$ cat config.mk
export PLATFORM = sky130hd
export DESIGN_NAME = mecw_front
export DESIGN_NICKNAME = d
export VERILOG_FILES = /design/src/hw/rtl/mecw_pkg.sv /design/src/hw/rtl/mecw_front.sv
export SDC_FILE = /design/constraint.sdc
export NUM_CORES = 2
export LEC_CHECK = 0
export ABC_AREA = 1
export ABC_CLOCK_PERIOD_IN_PS = 13100
export BUFFER_PORTS_ARGS = -buffer_cell sky130_fd_sc_hd__buf_4
export CORE_ASPECT_RATIO = 0.8
export CORE_MARGIN = 5
export CORE_UTILIZATION = 40
export CTS_BUF_LIST = sky130_fd_sc_hd__clkbuf_4
export DETAILED_ROUTE_END_ITERATION = 10
export GPL_TIMING_DRIVEN = 0
export PLACE_DENSITY = 0.55
export SYNTH_ARGS = -nofsm -noshare
export SYNTH_HDL_FRONTEND = slang
export SYNTH_SLANG_ARGS = --single-unit
$ cat constraint.sdc
create_clock -name clk -period 13.1 [get_ports clk]
set_input_delay 1.965 -clock clk [delete_from_list [all_inputs] [get_ports clk]]
set_output_delay 1.965 -clock clk [all_outputs]
set_load 0.02 [all_outputs]
$ cat src/hw/rtl/mecw_pkg.sv
// ----------------------------------------------------------------------------
// mecw_pkg: shared types and constants of the mecanum wheel mixer
// Fixed field widths and the control word that travels along the cell chain.
// ----------------------------------------------------------------------------
package mecw_pkg;

  localparam int LANES       = 4;
  localparam int LIMIT_W     = 15;
  localparam int OUT_W       = 16;
  localparam logic [LIMIT_W-1:0] LIMIT_RESET = 15'd1000;

  // Lane numbering follows the mix equations: w1, w2, w3, w4.
  localparam int LANE_W1 = 0;
  localparam int LANE_W2 = 1;
  localparam int LANE_W3 = 2;
  localparam int LANE_W4 = 3;

  typedef struct packed {
    logic valid;
    logic scaled;
  } ctl_t;

endpackage

$ cat src/hw/rtl/mecw_front.sv
// ----------------------------------------------------------------------------
// mecw_front: wheel mixing, maximum search and numerator products
// Two register stages that feed the divider chain.
// ----------------------------------------------------------------------------
module mecw_front #(
  parameter int CMD_W = 14,
  parameter int WW    = CMD_W + 2,
  parameter int NW    = WW + mecw_pkg::LIMIT_W
) (
  input  logic                          clk,
  input  logic                          rst_n,
  input  logic                          up_valid,
  output logic                          up_ready,
  input  logic signed [CMD_W-1:0]       vel_x,
  input  logic signed [CMD_W-1:0]       vel_y,
  input  logic signed [CMD_W-1:0]       vel_rot,
  input  logic [mecw_pkg::LIMIT_W-1:0]  limit,
  output logic                          dn_valid,
  input  logic                          dn_ready,
  output logic signed [WW-1:0]          w_o   [mecw_pkg::LANES],
  output logic signed [WW-1:0]          mx_o,
  output logic [NW-1:0]                 num_o [mecw_pkg::LANES]
);

  localparam int LN = mecw_pkg::LANES;

  logic                 a_v_r;
  logic signed [WW-1:0] a_w_r [LN];
  logic signed [WW-1:0] a_w_nxt [LN];
  logic                 a_ready;

  logic                 b_v_r;
  logic signed [WW-1:0] b_w_r  [LN];
  logic signed [WW-1:0] b_mx_r;
  logic [NW-1:0]        b_num_r [LN];
  logic signed [WW-1:0] b_mx_nxt;
  logic [NW-1:0]        b_num_nxt [LN];
  logic                 b_ready;

  logic signed [WW-1:0] ex, ey, ea, m01, m23;
  logic [WW-1:0]        mag [LN];

  assign ex = WW'(vel_x);
  assign ey = WW'(vel_y);
  assign ea = WW'(vel_rot);

  always_comb begin
    a_w_nxt[mecw_pkg::LANE_W1] = ey - ex - ea;
    a_w_nxt[mecw_pkg::LANE_W2] = ey + ex + ea;
    a_w_nxt[mecw_pkg::LANE_W3] = ey - ex + ea;
    a_w_nxt[mecw_pkg::LANE_W4] = ey + ex - ea;
  end

  assign a_ready  = !a_v_r || b_ready;
  assign b_ready  = !b_v_r || dn_ready;
  assign up_ready = a_ready;

  // Maximum over the four wheels, and |w| * limit for each lane.
  always_comb begin
    m01      = (a_w_r[0] > a_w_r[1]) ? a_w_r[0] : a_w_r[1];
    m23      = (a_w_r[2] > a_w_r[3]) ? a_w_r[2] : a_w_r[3];
    b_mx_nxt = (m01 > m23) ? m01 : m23;
    for (int l = 0; l < LN; l++) begin
      mag[l]       = a_w_r[l][WW-1] ? WW'(-a_w_r[l]) : WW'(a_w_r[l]);
      b_num_nxt[l] = NW'(mag[l]) * NW'(limit);
    end
  end

  always_ff @(posedge clk) begin
    if (!rst_n) begin
      a_v_r <= 1'b0;
      b_v_r <= 1'b0;
    end else begin
      if (a_ready) begin
        a_v_r <= up_valid;
      end
      if (b_ready) begin
        b_v_r <= a_v_r;
      end
    end
  end

  always_ff @(posedge clk) begin
    if (a_ready) begin
      a_w_r <= a_w_nxt;
    end
    if (b_ready) begin
      b_w_r   <= a_w_r;
      b_mx_r  <= b_mx_nxt;
      b_num_r <= b_num_nxt;
    end
  end

  assign dn_valid = b_v_r;
  assign w_o      = b_w_r;
  assign mx_o     = b_mx_r;
  assign num_o    = b_num_r;

endmodule

==> qor.yml <==
cts.path.max_buffers: 3
grt_antenna_before_repair: 10
drive_gt1_share_pct: 8.27
cts_inserted_buffers: 77
dieArea_sq_um: 125000
fin_crit_sh_pct: 64.1
worstPathArrival_ns: 9.10
final_nets: 7273
critPathMaxFanout: 10
tightestPinTransition_ns: 1.50
hold_depth: 0
outcome: "finished with violations"
ys_warn_count: 0
cts_resized: 0
die_y_microns: 317
root_buffer: "clkbuf_4"
path_buf_inv: 10
synth-seq-cells: 264
setup_viol: 0
gp_congestion: 0.960
firstDrtPassIters: 8
post_cts_buffers: 0
final-hold-violation-count: 0
dr_total_vias: 39129
cpPeakStageDelay_ns: 1.01
drtAntennaViolNets: 0
first_iter_violations: 3195
worstSetupEndpointType: "register"
io_buffers: 256
htreeDepth: 3
rows: 112
syn-num-nets: 6932
cp_top_family: "adder cells"
avgViaCountPerCell: 5.17
clock-sinks: 264
r2r_start: "a_w_r[17]"
grt_pass1_wl_mm: 246
synthesis.area_sq_um: 47100
synth-seq-area-share_pct: 16.8
clk_pin_slew_worst_paths_ns: 0.06
routedWlPerCell_microns: 21.2
grt_max_degree: 63
synth.distinct_cells: 56
setup_tns_ns: 0
slew_violations: 0
cpMaxStageDelayCell: "clkinv_1"
min_period_ns: 8.39
criticalPathCategory: "input port to register"
drv_cap: 1
slew_headroom_pct: 0.0484
required_ns: 13.81
ios: 267
place_hpwl_mm: 135
start_util_pct: 40.3
ys.flop_type: "edfxtp_1"
drc: 0
grt_use_total_pct: 26.0
die_w_microns: 394
avgSynthCellArea_sq_um: 8.37
rsz0062_at_grt: "false"
min-delay-start: "a_w_r[12]"
drt_wl_total_mm: 160
start_kind: "input port"
ff2ff_setup_slack_ns: 5.06
max_freq_mhz: 119
synthCells: 5626
ff2ff_path_depth: 28
grt_pass1_vias: 40380
clock_latency_ns: 1.04
area_growth_pct: 10.5
violations: "max-capacitance violations"
r2r-end: "num_o[53]"
hold_class: "register to register"
synth_edf_count: 262
core_sq_um: 117000
skew_ns: 0.0744
hold_path_end: "w_o[12]"
cts_tree: "yes"
overflow: 0
ys_async_sr_fraction_pct: 0
cts_hold_buf: 0
cells by family after synthesis:
logic type | count (synthesis) | share of synthesized area [%]
buffers and inverters | 1386 | 11.2
adder cells (fa/ha/maj) | 1245 | 44.7
flip-flops | 264 | 16.8
AO/OA/AOI/OAI | 445 | 5.30
XOR/XNOR | 196 | 3.79
AND/OR/NAND/NOR | 2090 | 18.2
flip-flops by register name, summed over array words and instances, names as in the netlist:
register	flops
num_o	122
a_v_r	1
w_o	62
mx_o	16
dn_valid	1
a_w_r	62
cells in the mapped netlist (all sizes together) (18+ instances only):
cell       n  area (sq um)
a21o      28           210
o21bai    19           143
nand3    196          1020
fa       726         14500
ha       519          6490
xor2     160          1470
edfxtp   262          7870
nand2    998          3800
a21oi    213          1070
buf       34           203
nor3      58           333
nor2     738          2790
xnor2     36           315
and2      18           113
clkbuf   111           418
nand4     58           369
o21ai    138           728
inv     1223          4600
clkinv    18          68.8
cells in the final DEF (no fill, tap or decap), types with 19 or more instances in the layout:
master	synthesis	final
nand3_1	189	188
edfxtp_1	262	262
a21o_1	28	28
a21oi_1	213	213
ha_1	519	519
nand4_1	57	57
buf_2	21	21
nand2_1	982	981
nor2_1	734	734
o21ai_0	121	121
clkbuf_4	0	99
xnor2_1	36	36
xor2_1	154	154
inv_1	1197	1197
buf_4	7	263
clkbuf_1	110	109
fa_1	726	726
clkinv_1	17	27
nor3_1	52	52
inv_2	25	26
o21bai_1	19	19
worst max path at each step:
stage,start,end,slack [ns],depth (start not counted)
6_report,limit[9],num_o[91],4.71,27
5_1_grt,limit[0],num_o[114],4.46,27
2_1_floorplan,limit[0],num_o[114],5.69,26
3_5_place_dp,limit[9],num_o[91],3.83,24
4_1_cts,limit[9],num_o[91],4.93,24
3_3_place_gp,dn_ready,num_o[75],3.16,3
metal layers:
layer,part of all wire [%],up-vias,track usage [%]
li1,-,17966,-
met1,44,19429,35.9
met2,44,1483,40.6
met3,9.5,247,7.31
met4,2.7,4,6.82
met5,0.016,-,0
worst reg2reg max path, delay by kind of cell (launching register included):
kind | cells | cell delay, ns
flops | 1 | 0.58
xor+xnor | 1 | 0.86
fa+ha+maj | 8 | 3.39
buf+inv | 8 | 0.97
compound gates | 1 | 0.56
simple gates | 10 | 1.37
layout make-up:
type                            count  area (sq um)
Sequential cell                   264          7910
Buffer                            145           622
Clock inverter                     23           173
Timing Repair Buffer              262          2050
Inverter                         1241          4660
Antenna cell                       16          40.0
Fill cell                       11935         64700
Tap cell                         1539          1930
Clock buffer                       99           743
Multi-Input combinational cell   3976         33900
metrics by stage:
stage	hold WS, ns	utilization [%]	cells	instance area [sq um]	setup slack [ns]
3_3_place_gp	0.432	43.6	7421	50900	3.16
6_report	0.486	44.6	7565	52000	4.71
4_1_cts	0.513	44.5	7549	52000	4.93
3_5_place_dp	0.479	43.8	7427	51100	3.83
5_1_grt	0.511	44.6	7559	52000	4.46
2_1_floorplan	0.426	-	5626	47100	5.69
Power is not shown: default switching activity piles up to over one toggle a cycle in this logic, so the estimate is an artifact.
