[src/hw/rtl/mecw_pkg.sv]
// ----------------------------------------------------------------------------
// mecw_pkg: shared types and constants of the mecanum wheel mixer
// Fixed field widths and the control word that travels along the cell chain.
// ----------------------------------------------------------------------------
package mecw_pkg;

  localparam int LANES       = 4;
  localparam int LIMIT_W     = 15;
  localparam int OUT_W       = 16;
  localparam logic [LIMIT_W-1:0] LIMIT_RESET = 15'd1000;

  // Lane numbering follows the mix equations: w1, w2, w3, w4.
  localparam int LANE_W1 = 0;
  localparam int LANE_W2 = 1;
  localparam int LANE_W3 = 2;
  localparam int LANE_W4 = 3;

  typedef struct packed {
    logic valid;
    logic scaled;
  } ctl_t;

endpackage

[src/hw/rtl/mecw_div_cell.sv]
// ----------------------------------------------------------------------------
// mecw_div_cell: one step of the restoring divider, four lanes wide
// Each cell produces one quotient bit per lane and hands on to the next cell.
// ----------------------------------------------------------------------------
module mecw_div_cell #(
  parameter int WW = 16
) (
  input  logic                  clk,
  input  logic                  rst_n,
  input  mecw_pkg::ctl_t        ctl_i,
  output logic                  up_ready,
  input  logic signed [WW-1:0]  w_i   [mecw_pkg::LANES],
  input  logic [WW-1:0]         div_i,
  input  logic [WW-1:0]         rem_i [mecw_pkg::LANES],
  input  logic [WW-1:0]         acc_i [mecw_pkg::LANES],
  input  logic                  dn_ready,
  output mecw_pkg::ctl_t        ctl_o,
  output logic signed [WW-1:0]  w_o   [mecw_pkg::LANES],
  output logic [WW-1:0]         div_o,
  output logic [WW-1:0]         rem_o [mecw_pkg::LANES],
  output logic [WW-1:0]         acc_o [mecw_pkg::LANES]
);

  localparam int LN = mecw_pkg::LANES;

  mecw_pkg::ctl_t       ctl_r;
  logic signed [WW-1:0] w_r   [LN];
  logic [WW-1:0]        div_r;
  logic [WW-1:0]        rem_r [LN];
  logic [WW-1:0]        acc_r [LN];
  logic [WW-1:0]        rem_nxt [LN];
  logic [WW-1:0]        acc_nxt [LN];
  logic [WW:0]          trial [LN];
  logic                 fits  [LN];

  assign up_ready = !ctl_r.valid || dn_ready;

  // Bring down the next numerator bit and subtract the divisor if it fits.
  always_comb begin
    for (int l = 0; l < LN; l++) begin
      trial[l]   = {rem_i[l], acc_i[l][WW-1]};
      fits[l]    = trial[l] >= {1'b0, div_i};
      rem_nxt[l] = fits[l] ? WW'(trial[l] - {1'b0, div_i}) : trial[l][WW-1:0];
      acc_nxt[l] = {acc_i[l][WW-2:0], fits[l]};
    end
  end

  always_ff @(posedge clk) begin
    if (!rst_n) begin
      ctl_r <= '0;
    end else if (up_ready) begin
      ctl_r <= ctl_i;
    end
  end

  always_ff @(posedge clk) begin
    if (up_ready) begin
      w_r   <= w_i;
      div_r <= div_i;
      rem_r <= rem_nxt;
      acc_r <= acc_nxt;
    end
  end

  assign ctl_o = ctl_r;
  assign w_o   = w_r;
  assign div_o = div_r;
  assign rem_o = rem_r;
  assign acc_o = acc_r;

endmodule

[config.mk]
export PLATFORM = sky130hd
export DESIGN_NAME = mecw_div_cell
export DESIGN_NICKNAME = d
export VERILOG_FILES = /design/src/hw/rtl/mecw_pkg.sv /design/src/hw/rtl/mecw_div_cell.sv
export SDC_FILE = /design/constraint.sdc
export NUM_CORES = 1
export LEC_CHECK = 0
export BUFFER_PORTS_ARGS = -buffer_cell sky130_fd_sc_hd__buf_2
export CORE_AREA = 5 5 163 165
export CTS_CLUSTER_DIAMETER = 150
export CTS_CLUSTER_SIZE = 8
export DETAILED_ROUTE_END_ITERATION = 10
export DIE_AREA = 0 0 168 170
export PLACE_DENSITY = 0.73
export SLEW_MARGIN = 20
export SYNTH_ARGS = -nofsm -noshare
export SYNTH_HDL_FRONTEND = slang
export SYNTH_SLANG_ARGS = --single-unit
[constraint.sdc]
create_clock -name clk -period 17 [get_ports clk]
set_input_delay 2.55 -clock clk [delete_from_list [all_inputs] [get_ports clk]]
set_output_delay 2.55 -clock clk [all_outputs]
set_load 0.02 [all_outputs]
==> flow_summary.json <==
{
  "outcome": "complete, no violations",
  "synth_compound_area_share_pct": 10.7,
  "fin_crit_sh_pct": 36.9,
  "routed-wl-met2_um": 15100,
  "dieArea_um2": 28600,
  "holdWs_ns": 0.527,
  "synth_edf_count": 208,
  "core_um2": 24900,
  "synthSimpleGateAreaFrac_pct": 6.44,
  "avgSynthCellArea_um2": 14.1,
  "top_layer_used": "met5",
  "arrival_ns": 3.72,
  "slowest_delay_ns": 0.64,
  "grt_pass1_wl_um": 45000,
  "ys_types": 53,
  "synth_top_family_by_area": "compound AO/OA/AOI/OAI gates",
  "ys_top_cells_by_count": "edfxtp_1, ha_1, a21oi_1",
  "synth_cells": 708,
  "slew_violations": 0,
  "synthMostInstantiatedCell": "edfxtp_1",
  "fin_ws_ns": 10.73,
  "worstSetupEndpointType": "output pin",
  "setup_viol_count_final": 0,
  "worstSetupPathType": "primary input to output pin",
  "rsz0062_at_grt": "false",
  "fin_nets": 1441,
  "max-vdd-ir-drop_v": 0.0000775,
  "post_cts_resized": 0,
  "wl_met3_um": 2930,
  "drc": 0,
  "root_buffer": "clkbuf_16",
  "worstMarginPinSlew_ns": 1.01,
  "drv_cap": 0,
  "wirelength_um": 30400,
  "drtPass1Iterations": 4,
  "drive_above_1_share_pct": 43.6,
  "antenna_found_initial": 9,
  "crit_end": "up_ready",
  "clk_path_buf_depth": 3,
  "clk_latency_ns": 0.53,
  "synth_top_area_share_pct": 62.5,
  "pre_cts_ws_ns": 10.74,
  "vias": 7560,
  "p_sw_share_pct": 27.6,
  "path_cells": "buf_2 -> nand2b_4 -> buf_4 -> buf_2",
  "yosys_warnings": 0,
  "initial_utilization_pct": 40.2,
  "syn_area_um2": 10000,
  "clock.fmax_ghz": 0.159,
  "place_hpwl_um": 23700,
  "pwr-share-clk_pct": 34.8,
  "fillers": 2113,
  "cp_slowest_cell": "buf_4",
  "grt_max_degree": 90,
  "power_leakage_nw": 6.03,
  "timing.rr.end": "rem_o[56]",
  "path_clk_slew_ns": 0.05,
  "die_h_um": 170,
  "finalHoldViolCount": 0,
  "synthArstFlopShare_pct": 0,
  "layout_min_cycle_time_ns": 6.27,
  "drt-wirelength-per-cell_um": 20.2,
  "p_switching_mw": 0.417,
  "rows": 58,
  "reg2reg_depth": 3,
  "met1Wirelength_um": 11300,
  "io_buffers": 423,
  "p_int_mw": 1.09,
  "grt_pass1_vias": 7695,
  "synth_area_leader_cell": "edfxtp_1",
  "holdCritPathClass": "register to register",
  "synth_top_flop_cell": "edfxtp_1",
  "ant_nets": 0,
  "yosysSeqAreaShare_pct": 62.9,
  "cpMostUsedCell": "buf_2",
  "cp_num_cells": 4,
  "track_usage_pct": 20.2,
  "cts_hold_buffers": 0,
  "p_seq_share_pct": 43.3,
  "crit_buf_inv": 3,
  "overflow": 0,
  "num_io_pins": 424,
  "timing.rr.start": "ctl_o[1]",
  "gp_congestion": 0.830,
  "numCtsBuffers": 30,
  "synthXorXnorAreaFrac_pct": 3.77,
  "slew_headroom_pct": 32.9,
  "setup_tns_ns": 0,
  "cts_setup_buffers": 0,
  "cts_sinks": 210,
  "synthesis.nets": 989,
  "crit_start": "dn_ready",
  "synth-seq-cells": 210,
  "first_iter_violations": 355,
  "synthMuxAreaShare_pct": 5.69,
  "areaGrowthSynthToFinish_pct": 33.6,
  "cp_data_required_time_ns": 14.45,
  "r2r_slack_ns": 14.75,
  "crit_family": "buffers and inverters",
  "p_per_area_nw_per_um2": 113,
  "synthTopCellsByArea": "edfxtp_1, ha_1, mux2_2",
  "clock_skew_ns": 0.0144,
  "synth_fa_ha_area_share_pct": 8.81,
  "power_frac_comb_pct": 21.9,
  "startpoint_type": "primary input",
  "viasPerCell": 5.03,
  "cts_tree": "done",
  "crit_fanout": 64,
  "h-tree-depth": 1,
  "dieWidth_um": 168
}
worst min path at each step:
stage / depth (start not counted) / end / slack [ns] / startpoint
6_report: 2 / ctl_o[0] / 0.53 / ctl_o[0]
5_1_grt: 2 / ctl_o[0] / 0.58 / ctl_o[0]
3_5_place_dp: 2 / ctl_o[0] / 0.52 / ctl_o[0]
4_1_cts: 2 / ctl_o[0] / 0.53 / ctl_o[0]
2_1_floorplan: 2 / ctl_o[0] / 0.59 / ctl_o[0]
3_3_place_gp: 2 / ctl_o[0] / 0.50 / ctl_o[0]
layout make-up:
class	instances	area [um^2]	area share, %
sequential	210	6290	47.1
multi-input combinational	457	3550	26.6
timing repair buffer	427	2150	16.1
clock buffer	42	817	6.12
tap	330	413	3.09
inverter	34	128	0.955
clock inverter	1	8.76	0.0656
antenna	2	5.00	0.0375
cells by family (layout without fill, tap and decap cells):
family / Yosys count / in the layout
compound gates: 163 / 163
xor+xnor: 43 / 43
fa+ha+maj: 68 / 68
buf+inv: 41 / 504
flops: 210 / 210
mux: 49 / 49
other cells: 0 / 2
simple gates: 134 / 134
worst register-to-register path: stages (launching register included):
cell and delay (ns):
dfxtp_1 0.34, nand2b_4 0.07, buf_4 0.64, buf_4 0.81
placed cells by master, fill, tap and decap left out, types with 5 or more instances in the layout:
cell / netlist / final
nand2_1: 31 / 31
mux2i_1: 7 / 7
edfxtp_1: 208 / 208
xnor2_1: 26 / 26
buf_2: 0 / 423
o21bai_1: 5 / 5
inv_1: 34 / 34
nor2b_1: 11 / 11
o21ai_2: 5 / 5
nand3_1: 9 / 9
xor2_1: 17 / 17
clkbuf_16: 0 / 31
nand4_1: 9 / 9
nor2_1: 40 / 40
nor3_1: 8 / 8
o21ai_0: 40 / 39
mux2_4: 7 / 7
a21oi_1: 43 / 43
o21a_1: 10 / 10
clkbuf_1: 4 / 11
and3_1: 5 / 5
nand2b_1: 9 / 8
mux2_2: 34 / 34
ha_1: 64 / 64
o31a_1: 6 / 6
a21o_1: 20 / 20
metrics by stage:
| step | utilization (%) | instances | area [um^2] | power [mW] |
|---|---|---|---|---|
| 2_1_floorplan | - | 708 | 10000 | 0.878 |
| 3_3_place_gp | 50.3 | 1458 | 12500 | 0.990 |
| 3_5_place_dp | 50.3 | 1458 | 12500 | 0.996 |
| 4_1_cts | 53.6 | 1501 | 13300 | 1.53 |
| 5_1_grt | 53.6 | 1502 | 13400 | 1.58 |
| 6_report | 53.7 | 1503 | 13400 | 1.51 |
metal layers:
| metal | vias up | GRT usage, % |
|---|---|---|
| met3 | 71 | 6.85 |
| met4 | 16 | 6.70 |
| met1 | 3533 | 23.7 |
| met5 | - | 0 |
| li1 | 3629 | - |
| met2 | 311 | 34.9 |
flip-flops by register name, indices dropped and copies added (netlist names):
register and cells:
acc_o 64, ctl_o 2, div_o 16, rem_o 64, w_o 64
power by group through the flow:
stage / logic, mW / clock network (mW) / registers [mW]
after floorplan: 0.135 / 0 / 0.743
after CTS: 0.334 / 0.541 / 0.655
after global placement: 0.327 / 0 / 0.663
after detailed placement: 0.332 / 0 / 0.664
after global routing: 0.358 / 0.567 / 0.659
final: 0.330 / 0.525 / 0.654
(Power assumes the default switching activity.)
