`src/hw/rtl/mecw_skid.sv`:
```
// ----------------------------------------------------------------------------
// mecw_skid: two-entry output buffer
// Holds the result on the output while a spare entry keeps upstream moving.
// ----------------------------------------------------------------------------
module mecw_skid #(
  parameter int DW = 64
) (
  input  logic          clk,
  input  logic          rst_n,
  input  logic          up_valid,
  output logic          up_ready,
  input  logic [DW-1:0] up_data,
  input  logic          up_user,
  output logic          dn_valid,
  input  logic          dn_ready,
  output logic [DW-1:0] dn_data,
  output logic          dn_user
);

  logic          out_v_r, spare_v_r;
  logic [DW-1:0] out_d_r, spare_d_r;
  logic          out_u_r, spare_u_r;
  logic          take;

  assign up_ready = !spare_v_r;
  assign take     = up_valid && !spare_v_r;

  always_ff @(posedge clk) begin
    if (!rst_n) begin
      out_v_r   <= 1'b0;
      spare_v_r <= 1'b0;
    end else if (!out_v_r || dn_ready) begin
      out_v_r   <= spare_v_r || take;
      spare_v_r <= 1'b0;
    end else if (take) begin
      spare_v_r <= 1'b1;
    end
  end

  always_ff @(posedge clk) begin
    if (!out_v_r || dn_ready) begin
      out_d_r <= spare_v_r ? spare_d_r : up_data;
      out_u_r <= spare_v_r ? spare_u_r : up_user;
    end else if (take) begin
      spare_d_r <= up_data;
      spare_u_r <= up_user;
    end
  end

  assign dn_valid = out_v_r;
  assign dn_data  = out_d_r;
  assign dn_user  = out_u_r;

endmodule

```
`config.mk`:
```
export PLATFORM = sky130hd
export DESIGN_NAME = mecw_skid
export DESIGN_NICKNAME = d
export VERILOG_FILES = /design/src/hw/rtl/mecw_skid.sv
export SDC_FILE = /design/constraint.sdc
export NUM_CORES = 1
export LEC_CHECK = 0
export BUFFER_PORTS_ARGS = -buffer_cell sky130_fd_sc_hd__buf_2
export CORE_UTILIZATION = 47
export CTS_BUF_LIST = sky130_fd_sc_hd__clkbuf_16
export CTS_CLUSTER_DIAMETER = 40
export DETAILED_ROUTE_END_ITERATION = 7
export GPL_ROUTABILITY_DRIVEN = 0
export PLACE_DENSITY = 0.73
export SLEW_MARGIN = 20
export SYNTH_ARGS = -nofsm -noshare
export SYNTH_HDL_FRONTEND = slang
export SYNTH_SLANG_ARGS = --single-unit
```
`constraint.sdc`:
```
create_clock -name clk -period 9.91 [get_ports clk]
set_input_delay 0 -clock clk [delete_from_list [all_inputs] [get_ports clk]]
set_output_delay 0 -clock clk [all_outputs]
set_load 0.02 [all_outputs]
```
==> results of run 1 <==
per-stage QoR:
stage          setup WS, ns  std cells  power (mW)  hold WS, ns
2_1_floorplan          2.45        211       0.721       0.0989
3_3_place_gp           7.75        473       0.759        0.192
3_5_place_dp           7.68        473       0.761        0.192
4_1_cts                7.68        573        1.44        0.300
5_1_grt                7.55        574        1.47        0.313
6_report               7.71        574        1.43        0.322
power by group through the flow:
stage | sequential, mW | combinational [mW] | clock (mW)
3_3_place_gp | 0.667 | 0.0927 | 0
5_1_grt | 0.658 | 0.123 | 0.691
2_1_floorplan | 0.694 | 0.0272 | 0
4_1_cts | 0.655 | 0.116 | 0.667
3_5_place_dp | 0.667 | 0.0948 | 0
6_report | 0.655 | 0.116 | 0.656
sequential cells by signal, indices dropped and copies added, names as in the netlist:
signal     count
spare_d_r     64
dn_data       64
spare_v_r      1
spare_u_r      1
dn_user        1
dn_valid       1
layer usage:
layer,part of all wire,track usage
met1,0.42,0.224
met2,0.51,0.299
met3,0.049,0.0604
met4,0.018,0.0725
met5,0,0
cells in the final DEF, fill, tap and decap left out:
cell | Yosys | routed
nor3b_2 | 0 | 1
nor2_1 | 1 | 1
dlygate4sd3_1 | 0 | 68
dfxtp_4 | 0 | 1
clkinv_4 | 0 | 5
clkbuf_16 | 0 | 17
clkinv_2 | 0 | 1
inv_6 | 0 | 2
mux2_2 | 48 | 48
inv_1 | 1 | 1
bufinv_16 | 0 | 4
buf_2 | 4 | 135
nor3b_1 | 2 | 1
edfxtp_1 | 130 | 130
clkinv_1 | 0 | 1
clkinvlp_4 | 0 | 2
mux2_4 | 17 | 17
buf_4 | 0 | 2
diode_2 | 0 | 1
a21boi_0 | 1 | 1
dfxtp_1 | 2 | 1
nand2b_4 | 0 | 1
cells by family after synthesis:
logic type / count (synthesis)
compound gates: 1
simple gates: 4
buf+inv: 9
mux: 65
flops: 132
cell type report:
cell class | instances | share of cell area
inverters | 1 | 0.000539
clock buffers | 17 | 0.0611
well taps | 133 | 0.0239
flip-flops and latches | 132 | 0.567
multi-input cells | 70 | 0.121
clock inverters | 15 | 0.0295
repair buffers | 205 | 0.197
diodes | 1 | 0.000359
worst max-delay path, cell delays in order (launching register included):
cell and delay (ns):
dfxtp_1 0.38, nand2b_4 0.51, nor3b_2 0.38, buf_4 0.51
final timing paths:
check	startpoint	to	slack [ns]	cells past startpoint
worst max-delay path	dn_valid	spare_d_r[22]	7.71	3
worst min-delay path	up_data[32]	spare_d_r[32]	0.32	2
worst max register to register	dn_valid	spare_d_r[22]	7.71	3
worst min register to register	spare_d_r[51]	dn_data[51]	0.54	1
repair_timing:
item | 4_1_cts | 5_1_grt
hold buffers | 68 | 0
hold endpoints to repair | 132 | 0
buffers inserted | 0 | 0
endpoints found under the setup margin | 0 | 0
==> metrics.log, run 1 <==
INFO  metric synth.cells.most_frequent = 130 x edfxtp_1, 48 x mux2_2, 17 x mux2_4
INFO  metric fin_crit = 2.20 ns
INFO  metric floorplan.core_area = 0.00991 mm2
INFO  metric swShare = 0.212
INFO  metric timing.slew.headroom = 0.353
INFO  metric yosys_most_used_dff = edfxtp_1
INFO  metric avgViaCountPerCell = 4.76
INFO  metric worst-path-max-fanout = 68
INFO  metric drc = 0
INFO  metric postSynthCellCount = between 200 and 250
INFO  metric rsz0062_at_grt = no
INFO  metric final-setup-viol-count = 0
INFO  metric synthDominantAreaCellType = edfxtp_1
INFO  metric yosysWarningCount = 0
INFO  metric area.sequential = 0.00395 mm2
INFO  metric grt.total_usage = 0.182
INFO  metric finalHoldViolations = 0
INFO  metric dieWidth = around 100 um
INFO  metric fin_tns_setup = 0 ns
INFO  metric area_of_the_die = 0.0107 mm2
INFO  metric clock_tree.root_cell = clkbuf_16
INFO  metric number_of_synthesized_register_bits = 132
INFO  metric layout_worst_path_cycle_share = 0.222
INFO  metric run_status = complete, no violations
INFO  metric cts_max_path_buffers = 2
INFO  metric finish.net_count = 496
INFO  metric cellLeakagePower = 2.72 nW
INFO  metric crit_arrival = 2.23 ns
INFO  metric clk-insertion-delay-late = 0.40 ns
INFO  metric drtPass1Iterations = 4
INFO  metric drt.antenna.violating_nets = 0
INFO  metric worst-endpoint-required = 9.94 ns
INFO  metric vias = 2730
INFO  metric area_fraction_in_compound_gates_after_synthesis = 0.00155
INFO  metric synth.distinct_cells = 13
INFO  metric cts_inserted_buffers = 17
INFO  metric yosys.cell_count.top_type = edfxtp_1
INFO  metric cts.sink_count = 132
INFO  metric io_buffer_count = 135
INFO  metric synth.top_cell.area_share = 0.804
INFO  metric grt_max_degree = 69
INFO  metric synth_top_cells_by_area = edfxtp_1 80%, mux2_2 11%, mux2_4 5.3%
INFO  metric globalRoute.totalOverflow = 0
INFO  metric post_dp_cell_area = approximately 0.0056 mm2
INFO  metric synth_xor_xnor_area_share = 0
INFO  metric crit_path_end_kind = flop
INFO  metric maxSlewViolCount = 0
INFO  metric tritoncts = yes
INFO  metric power_report.internal_total = 1.13 mW
INFO  metric postCtsResizedCells = 0
INFO  metric ir_worst_vdd = roughly 0.11 mV
INFO  metric synth_enable_flop_cells = 130
INFO  metric largest_family_of_logic_cells_by_synthesized_area = multiplexers
INFO  metric synth_adder_area_share = 0
INFO  metric drtIter0Drc = 136
INFO  metric asyncSetResetFlopFracSynth = 0
INFO  metric p_per_area = between 200 and 250 mW/mm2
INFO  metric power.switching = 0.302 mW
INFO  metric finish.instance_area = 0.00696 mm2
INFO  metric pwr-share-clk = 0.460
INFO  metric synthesis.nets = 280
INFO  metric htree_num_levels = 4
INFO  metric synthToLayoutAreaGrowth = 43.5%
INFO  metric initial_core_util = 0.490
INFO  metric die_height = a little over 100 um
INFO  metric fill_cells = 630
INFO  metric setup_crit_path_kind = flop to flop
INFO  metric boundaryPins = 136
INFO  metric yosys.area_share.simple = 0.00516
INFO  metric place.detailed.hpwl = 5020 um
INFO  metric pwr-share-seq = 0.459
INFO  metric worst_pin_slew = 0.970 ns
INFO  metric worst_hold_path_type = primary input to flop
INFO  metric crit_path_start_kind = flop
INFO  metric fmaxAchievable = 0.455 GHz
INFO  metric final_core_util = 0.703
INFO  metric drive_gt1_frac = 0.536
INFO  metric final.setup_skew = 0.00895 ns
INFO  metric vias_in_the_first_global_route = 2783
INFO  metric clk_pin_slew = 0.06 ns
INFO  metric mappedNetlistArea = 0.00485 mm2
INFO  metric grt_pass1_wl = 14700 um
INFO  metric mean_syn_cell_area = 23.0 um2
INFO  metric maxCapViolations = 0
INFO  metric placement_rows = 36
INFO  metric number_of_antenna_violations_at_the_first_check_in_global_routing = 1
INFO  metric postRouteWirelength = about 9400 um
INFO  metric p_comb_frac = 0.081
INFO  metric ys_seq_area_frac = 0.813
INFO  metric multi_input_gate_area_in_the_final_layout = 841 um2
INFO  metric portion_of_netlist_area_occupied_by_mux_cells = 0.164
INFO  metric avgRoutedWirePerCell = 16.3 um
No activity file was read; power rests on OpenSTA's default activity.
==> inputs of run 2 (changes only) <==
==> constraint.sdc (replaced) <==
create_clock -name clk -period 2.1 [get_ports clk]
set_input_delay 0 -clock clk [delete_from_list [all_inputs] [get_ports clk]]
set_output_delay 0 -clock clk [all_outputs]
set_load 0.02 [all_outputs]
==> run 2 against run 1 <==
  * Cell area rose by 0.92%
  * Combinational power rose to 4.9 times the previous value
  * First-iteration DRC count shrank 17%
  * Global-route usage is 0.27 points lower
  * Via count down 0.70%
  * Die area did not move
  * Final cell count is 0.52% higher
  * Power increased to 4.7 times the previous value
  * Fmax up 21%
  * Flip-flop and latch count unchanged
  * Sequential power rose to 4.7 times the previous value
  * Critical path type unchanged
  * Critical endpoint is now dn_valid
==> metrics.log, run 2 (synthesized netlist as in run 1, its figures left out) <==
INFO  metric clock_tree.root_cell = clkbuf_16
INFO  metric worst_hold_path_type = primary input to flop
INFO  metric final_core_util = 0.709
INFO  metric synthToLayoutAreaGrowth = 44.8%
INFO  metric finish.instance_area = 0.00703 mm2
INFO  metric worst-path-max-fanout = 23
INFO  metric finish.net_count = 500
INFO  metric layout_worst_path_cycle_share = 0.864
INFO  metric pwr-share-clk = 0.459
INFO  metric boundaryPins = 136
INFO  metric p_comb_frac = 0.084
INFO  metric number_of_antenna_violations_at_the_first_check_in_global_routing = 0
INFO  metric area_of_the_die = 0.0107 mm2
INFO  metric fin_crit = 1.81 ns
INFO  metric finalHoldWorstSlack = 0.204 ns
INFO  metric cts_max_path_buffers = 2
INFO  metric cts.sink_count = 132
INFO  metric worst_r2r_startpoint = dn_valid
INFO  metric drtIter0Drc = 113
INFO  metric antennaDiodeCount = 0
INFO  metric rrSetupSlack = roughly 0.29 ns
INFO  metric drt.antenna.violating_nets = 0
INFO  metric postRouteWirelength = 9280 um
INFO  metric vias = 2711
INFO  metric worstHoldPathCells = 2
INFO  metric hold_path.startpoint = dn_ready
INFO  metric drive_gt1_frac = 0.543
INFO  metric htree_num_levels = 4
INFO  metric drtPass1Iterations = 4
INFO  metric cellLeakagePower = ~2.7 nW
INFO  metric initial_core_util = 0.490
INFO  metric worst_pin_slew = 0.341 ns
INFO  metric vias_in_the_first_global_route = 2914
INFO  metric io_buffer_count = about 140
INFO  metric final_cell_mix = 135 x buf_2, 130 x edfxtp_1, 68 x dlygate4sd3_1, 48 x mux2_2
INFO  metric final.setup_skew = between 0.006 and 0.007 ns
INFO  metric dieWidth = 104 um
INFO  metric cts_inserted_buffers = 17
INFO  metric avgViaCountPerCell = around 4.7
INFO  metric power_report.internal_total = 5.32 mW
INFO  metric tritoncts = yes
INFO  metric run_status = complete, no violations
INFO  metric ir_worst_vdd = between 0.7 and 0.8 mV
INFO  metric placement_rows = 36
INFO  metric clk_pin_slew = 0.06 ns
INFO  metric maxSlewViolCount = 0
INFO  metric globalRoute.totalOverflow = 0
INFO  metric setup_crit_path_kind = flop to flop
INFO  metric grt_max_degree = 59
INFO  metric power.switching = 1.42 mW
INFO  metric pwr-share-seq = 0.457
INFO  metric crit_arrival = 2.10 ns
INFO  metric avgRoutedWirePerCell = 16.1 um
INFO  metric holdPathEnd = dn_data[1]
INFO  metric post_dp_cell_area = 0.00571 mm2
INFO  metric die_height = 104 um
INFO  metric finalHoldViolations = 0
INFO  metric regToRegEndpoint = dn_valid
INFO  metric place.detailed.hpwl = 5440 um
INFO  metric maxCapViolations = 0
INFO  metric drc = 0
INFO  metric p_per_area = between 900 and 1000 mW/mm2
INFO  metric crit_path_start_kind = flop
INFO  metric swShare = 0.211
INFO  metric crit_path_end_kind = flop
INFO  metric grt_pass1_wl = 14500 um
INFO  metric worstRegToRegCells = 4
INFO  metric clk-insertion-delay-late = 0.40 ns
INFO  metric timing.slew.headroom = 0.773
INFO  metric final_common_cell = buf_2
INFO  metric final-setup-viol-count = 0
INFO  metric grt.total_usage = 0.180
INFO  metric rsz0062_at_grt = no
INFO  metric floorplan.core_area = 0.00991 mm2
INFO  metric fmaxAchievable = 0.551 GHz
INFO  metric worst-endpoint-required = 2.38 ns
run 2: through the flow:
stage | instances | setup slack (ns) | setup TNS (ns) | total power, mW
floorplan | 211 | -0.910 | -59.18 | 3.40
global placement | 477 | 0.574 | 0 | 3.59
detailed placement | 477 | 0.545 | 0 | 3.60
CTS | 577 | 0.264 | 0 | 6.78
global route | 577 | 0.199 | 0 | 6.95
finish | 577 | 0.286 | 0 | 6.74
run 2: what timing repair did:
action,CTS,global route
hold buffers,68,0
buffers inserted,0,0
hold endpoints to repair,132,0
resized for setup,0,0
run 2: layout make-up:
cell class	count	area, um2
sequential	132	3950
timing repair buffer	209	1430
clock buffer	17	425
clock inverter	15	206
multi-input combinational	70	847
inverter	1	3.75
tap	133	166
fill	621	2880
run 2: critical path, stage by stage, from the launching register on:
cell,delay [ns]
dfxtp_4,0.35
nand2b_4,0.27
buf_4,0.37
a21boi_0,0.13
dlygate4sd3_1,0.56
run 2: power groups by stage:
stage	Combinational (mW)	Clock (mW)	Sequential (mW)
finish	0.567	3.09	3.08
global route	0.602	3.26	3.09
CTS	0.567	3.13	3.08
detailed placement	0.467	0	3.14
global placement	0.457	0	3.13
floorplan	0.131	0	3.27
run 2: metal layers:
metal | global-route usage | part of all wire
met1 | 0.211 | 0.42
met2 | 0.314 | 0.52
met3 | 0.0403 | 0.037
met4 | 0.0828 | 0.017
met5 | 0 | 0
run 2: worst max path at each step:
stage	start	to	slack, ns	cells after the start
final	dn_valid	dn_valid	0.29	4
after global routing	dn_valid	dn_valid	0.20	4
after CTS	dn_valid	dn_valid	0.26	4
after detailed placement	dn_valid	spare_d_r[42]	0.55	3
after global placement	dn_valid	spare_d_r[42]	0.57	3
after floorplan	dn_valid	spare_d_r[0]	-0.91	2
